<file path="config.mk">
export PLATFORM = sky130hd
export DESIGN_NAME = bml_row_calc
export DESIGN_NICKNAME = d
export VERILOG_FILES = /design/src/design/bml_pkg.sv /design/src/design/bml_row_calc.sv
export SDC_FILE = /design/constraint.sdc
export NUM_CORES = 1
export LEC_CHECK = 0
export BUFFER_PORTS_ARGS = -buffer_cell sky130_fd_sc_hd__buf_4
export CAP_MARGIN = 15
export CORE_AREA = 3 3 199 201
export DETAILED_ROUTE_END_ITERATION = 12
export DIE_AREA = 0 0 202 204
export GPL_TIMING_DRIVEN = 0
export PLACE_DENSITY = 0.37
export SYNTH_ARGS = -nofsm -noshare
export SYNTH_HDL_FRONTEND = slang
export SYNTH_SLANG_ARGS = --single-unit
export TNS_END_PERCENT = 20
</file>
<file path="constraint.sdc">
create_clock -name vclk -period 7.4
set_input_delay 1.48 -clock vclk [all_inputs]
set_output_delay 1.48 -clock vclk [all_outputs]
set_load 0.1 [all_outputs]
</file>
<file path="src/design/bml_pkg.sv">
// ----------------------------------------------------------------------------
// bml_pkg
// Shared types and constants for the toroidal traffic grid.
// ----------------------------------------------------------------------------
package bml_pkg;

    localparam int MAX_ROWS = 64;
    localparam int MAX_COLS = 64;
    localparam int ROW_W    = $clog2(MAX_ROWS);
    localparam int COL_W    = $clog2(MAX_COLS);
    localparam int DIM_W    = 7;

    localparam logic [1:0] CELL_EMPTY = 2'd0;
    localparam logic [1:0] CELL_BLUE  = 2'd1;
    localparam logic [1:0] CELL_RED   = 2'd2;

    typedef logic [MAX_COLS-1:0][1:0] row_t;

    typedef enum logic [1:0] {
        CMD_WRITE = 2'd0,
        CMD_STEP  = 2'd1,
        CMD_READ  = 2'd2,
        CMD_NONE  = 2'd3
    } cmd_t;

    typedef enum logic [2:0] {
        ST_IDLE,
        ST_ACCESS,
        ST_RED,
        ST_BPRE,
        ST_BFIRST,
        ST_BLUE
    } state_t;

    localparam logic CFG_ROWS = 1'b0;
    localparam logic CFG_COLS = 1'b1;

endpackage

</file>
<file path="src/design/bml_row_calc.sv">
// ----------------------------------------------------------------------------
// bml_row_calc
// New content of one grid row from the old row and, in the blue phase, its two neighbors.
// ----------------------------------------------------------------------------
module bml_row_calc (
    input  logic                       red_phase,
    input  logic [bml_pkg::DIM_W-1:0]  ncols,
    input  bml_pkg::row_t              prev_row,
    input  bml_pkg::row_t              cur_row,
    input  bml_pkg::row_t              next_row,
    output bml_pkg::row_t              new_row
);

    always_comb
    begin
        logic [bml_pkg::DIM_W-1:0] cidx;
        logic [bml_pkg::DIM_W-1:0] tc;
        logic [bml_pkg::DIM_W-1:0] pc;
        new_row = cur_row;
        for (int c = 0; c < bml_pkg::MAX_COLS; c++)
        begin
            cidx = bml_pkg::DIM_W'(c);
            tc   = (cidx + 1'b1 == ncols) ? '0 : cidx + 1'b1;
            pc   = (cidx == '0) ? ncols - 1'b1 : cidx - 1'b1;
            if (cidx < ncols)
            begin
                if (red_phase)
                begin
                    if (cur_row[c] == bml_pkg::CELL_RED &&
                        cur_row[tc[bml_pkg::COL_W-1:0]] == bml_pkg::CELL_EMPTY)
                        new_row[c] = bml_pkg::CELL_EMPTY;
                    else if (cur_row[c] == bml_pkg::CELL_EMPTY &&
                             cur_row[pc[bml_pkg::COL_W-1:0]] == bml_pkg::CELL_RED)
                        new_row[c] = bml_pkg::CELL_RED;
                end
                else
                begin
                    if (cur_row[c] == bml_pkg::CELL_BLUE && prev_row[c] == bml_pkg::CELL_EMPTY)
                        new_row[c] = bml_pkg::CELL_EMPTY;
                    else if (cur_row[c] == bml_pkg::CELL_EMPTY &&
                             next_row[c] == bml_pkg::CELL_BLUE)
                        new_row[c] = bml_pkg::CELL_BLUE;
                end
            end
        end
    end

endmodule
</file>
==> results.cfg <==
[cells_and_area]
final_cell_count_no_fill = 2026
nClkBuffers = 0
nFillCells = 4416
seq_area_um2 = 0
seq_cell_count = 0
multiInputGateArea_um2 = 5390
layout_commonest_cell = buf_4
drive_gt1_frac = 0.387
syn2layout_area_growth_pct = 76.3
layout_common_cells = buf_4 (523), nor2_1 (155), a31oi_1 (119), nor3_1 (92), inv_1 (60)
fin_nets = 1913
diodes = 0

[synth]
synth_warnings = 0
syn_area_um2 = 5930
syn_inst = 997
syn_area_per_cell_um2 = 5.95
synth_fp_nets = 1393
ys_types = 80
seq_area_frac_synth = 0

[route]
drtIter0Drc = 732
vias = 10500
routed_wl_um = 52100
vias_per_cell = 5.19
dr.pass1.iters = 5
wire_per_inst_um = 25.7
ant_nets = 0
drc_errors = 0

[hold_path]
min_path_cells = 3
min_path_type = input pin to output pin
hold_start = cur_row[49]
worstHoldEndpoint = new_row[49]

[die]
dieArea_um2 = 41200
core_um2 = 37800
die_h_um = 204
pin_count = 520
initial_core_util = 0.157
rows = 71
fp.dieW_um = 202

[global_route]
antenna_found_initial = 0
grt_usage = 0.236
grt-ovfl-total = 0
grt_first_pass_wirelength_um = 72800
grt_max_degree = 11
grt_pass1_vias = 10600

[setup_path]
end_kind = output pin
startpoint_type = input pin
path_class = input pin to output pin
crit_path_max_fanout = 10
cp.required_ns = 5.92
cp.arrival_ns = 4.77

[power]
power.density_nw_per_um2 = 95.3
leakage_nw = 4.49
ir_drop_mv = 0.0339
power_mw = 0.997

[sta]
fin_crit_sh = 0.845
setup_tns_ns = 0
worst_slew_pin_slew_ns = 1.02
final-setup-viol-count = 0
hold_violations = 0
period_minus_slack_ns = 6.25
drv_slew = 0
max_slew_margin = 0.320
holdWs_ns = 3.36
clock.fmax_mhz = 160
rsz0062_at_grt = false

[clocking]
cts.hold.buffers_added = 0
postCtsSetupRepairBufs = 0
cts_resized = 0

[placement]
dp.cells = 2026
port-buffer-count = 518
dpl.hpwl_um = 42900
place.gp.congestion = 0.828

[outcome]
status = finished, final reports clean

[job]
max_cap_violations = 0
[cells in the mapped netlist (all sizes together) (4+ instances only)]
cell | number | area [um2]
or2 | 4 | 25.0
nor3b | 20 | 171
and3 | 4 | 25.0
a31oi | 119 | 744
a21oi | 39 | 195
nand2 | 47 | 179
a22o | 8 | 70.1
nand3 | 6 | 30.0
nor4 | 7 | 50.1
nand4 | 5 | 31.3
nor2 | 157 | 594
mux2 | 4 | 45.0
o31a | 9 | 78.8
mux2i | 10 | 100
o31ai | 32 | 240
nand3b | 7 | 52.6
or3 | 27 | 169
o22ai | 33 | 206
o41ai | 22 | 200
ha | 4 | 50.1
nor3 | 94 | 487
o311ai | 12 | 105
nand2b | 29 | 181
o21ai | 60 | 300
or4b | 6 | 60.1
or4 | 11 | 86.3
a41oi | 7 | 61.3
a211oi | 5 | 42.5
nor2b | 20 | 125
mux4 | 6 | 135
xnor2 | 4 | 50.1
a311oi | 11 | 96.3
inv | 61 | 229
clkbuf | 17 | 63.8
buf | 44 | 248
[layout make-up]
cell class                 count  area share
buffer                        61      0.0298
inverter                      61      0.0219
timing repair buffer         518       0.372
tap                          511      0.0611
multi-input combinational    875       0.516
[critical path: stages]
cell and delay [ns]:
buf_4 0.13, buf_4 0.25, inv_2 0.20, ha_1 0.32
buf_2 0.30, buf_2 0.40, a31oi_1 0.14, a2111oi_0 0.66
a311oi_1 0.14, o2111ai_1 0.24, o211a_1 0.18, buf_4 0.31
[kinds of logic (layout without fill, tap and decap cells)]
logic type / Yosys count / after routing / share of synthesized area
compound gates: 387 / 387 / 0.440
xor+xnor: 5 / 5 / 0.00991
fa+ha+maj: 4 / 4 / 0.00843
buf+inv: 122 / 640 / 0.0911
mux: 20 / 20 / 0.0472
simple gates: 459 / 459 / 0.403
[power breakdown]
part	leakage, nW	total (mW)	internal (mW)	switching, mW
logic	4.49	0.997	0.306	0.691
registers	0	0	0	0
clock network	0	0	0	0
total	4.49	0.997	0.306	0.691
[stage by stage]
step           utilization  area, um2  worst slack (ns)
2_1_floorplan            -       5930             0.392
3_3_place_gp         0.277      10500              1.26
3_5_place_dp         0.277      10500              1.24
4_1_cts              0.277      10500              1.23
5_1_grt              0.277      10500              1.15
6_report             0.277      10500              1.15
[worst max-delay path by stage]
stage / start / endpoint
global route: ncols[0] / new_row[1]
floorplan: ncols[2] / new_row[81]
finish: ncols[0] / new_row[1]
detailed placement: ncols[0] / new_row[1]
CTS: ncols[0] / new_row[1]
global placement: ncols[0] / new_row[1]
[routing by layer]
layer  GRT usage  part of all wire  up-vias
met3      0.0355             0.069       31
met5           0                 0        -
li1            -                 -     4965
met1       0.301              0.42     5026
met4      0.0237             0.012        0
met2       0.433              0.50      497
(Power assumes the default switching activity.)
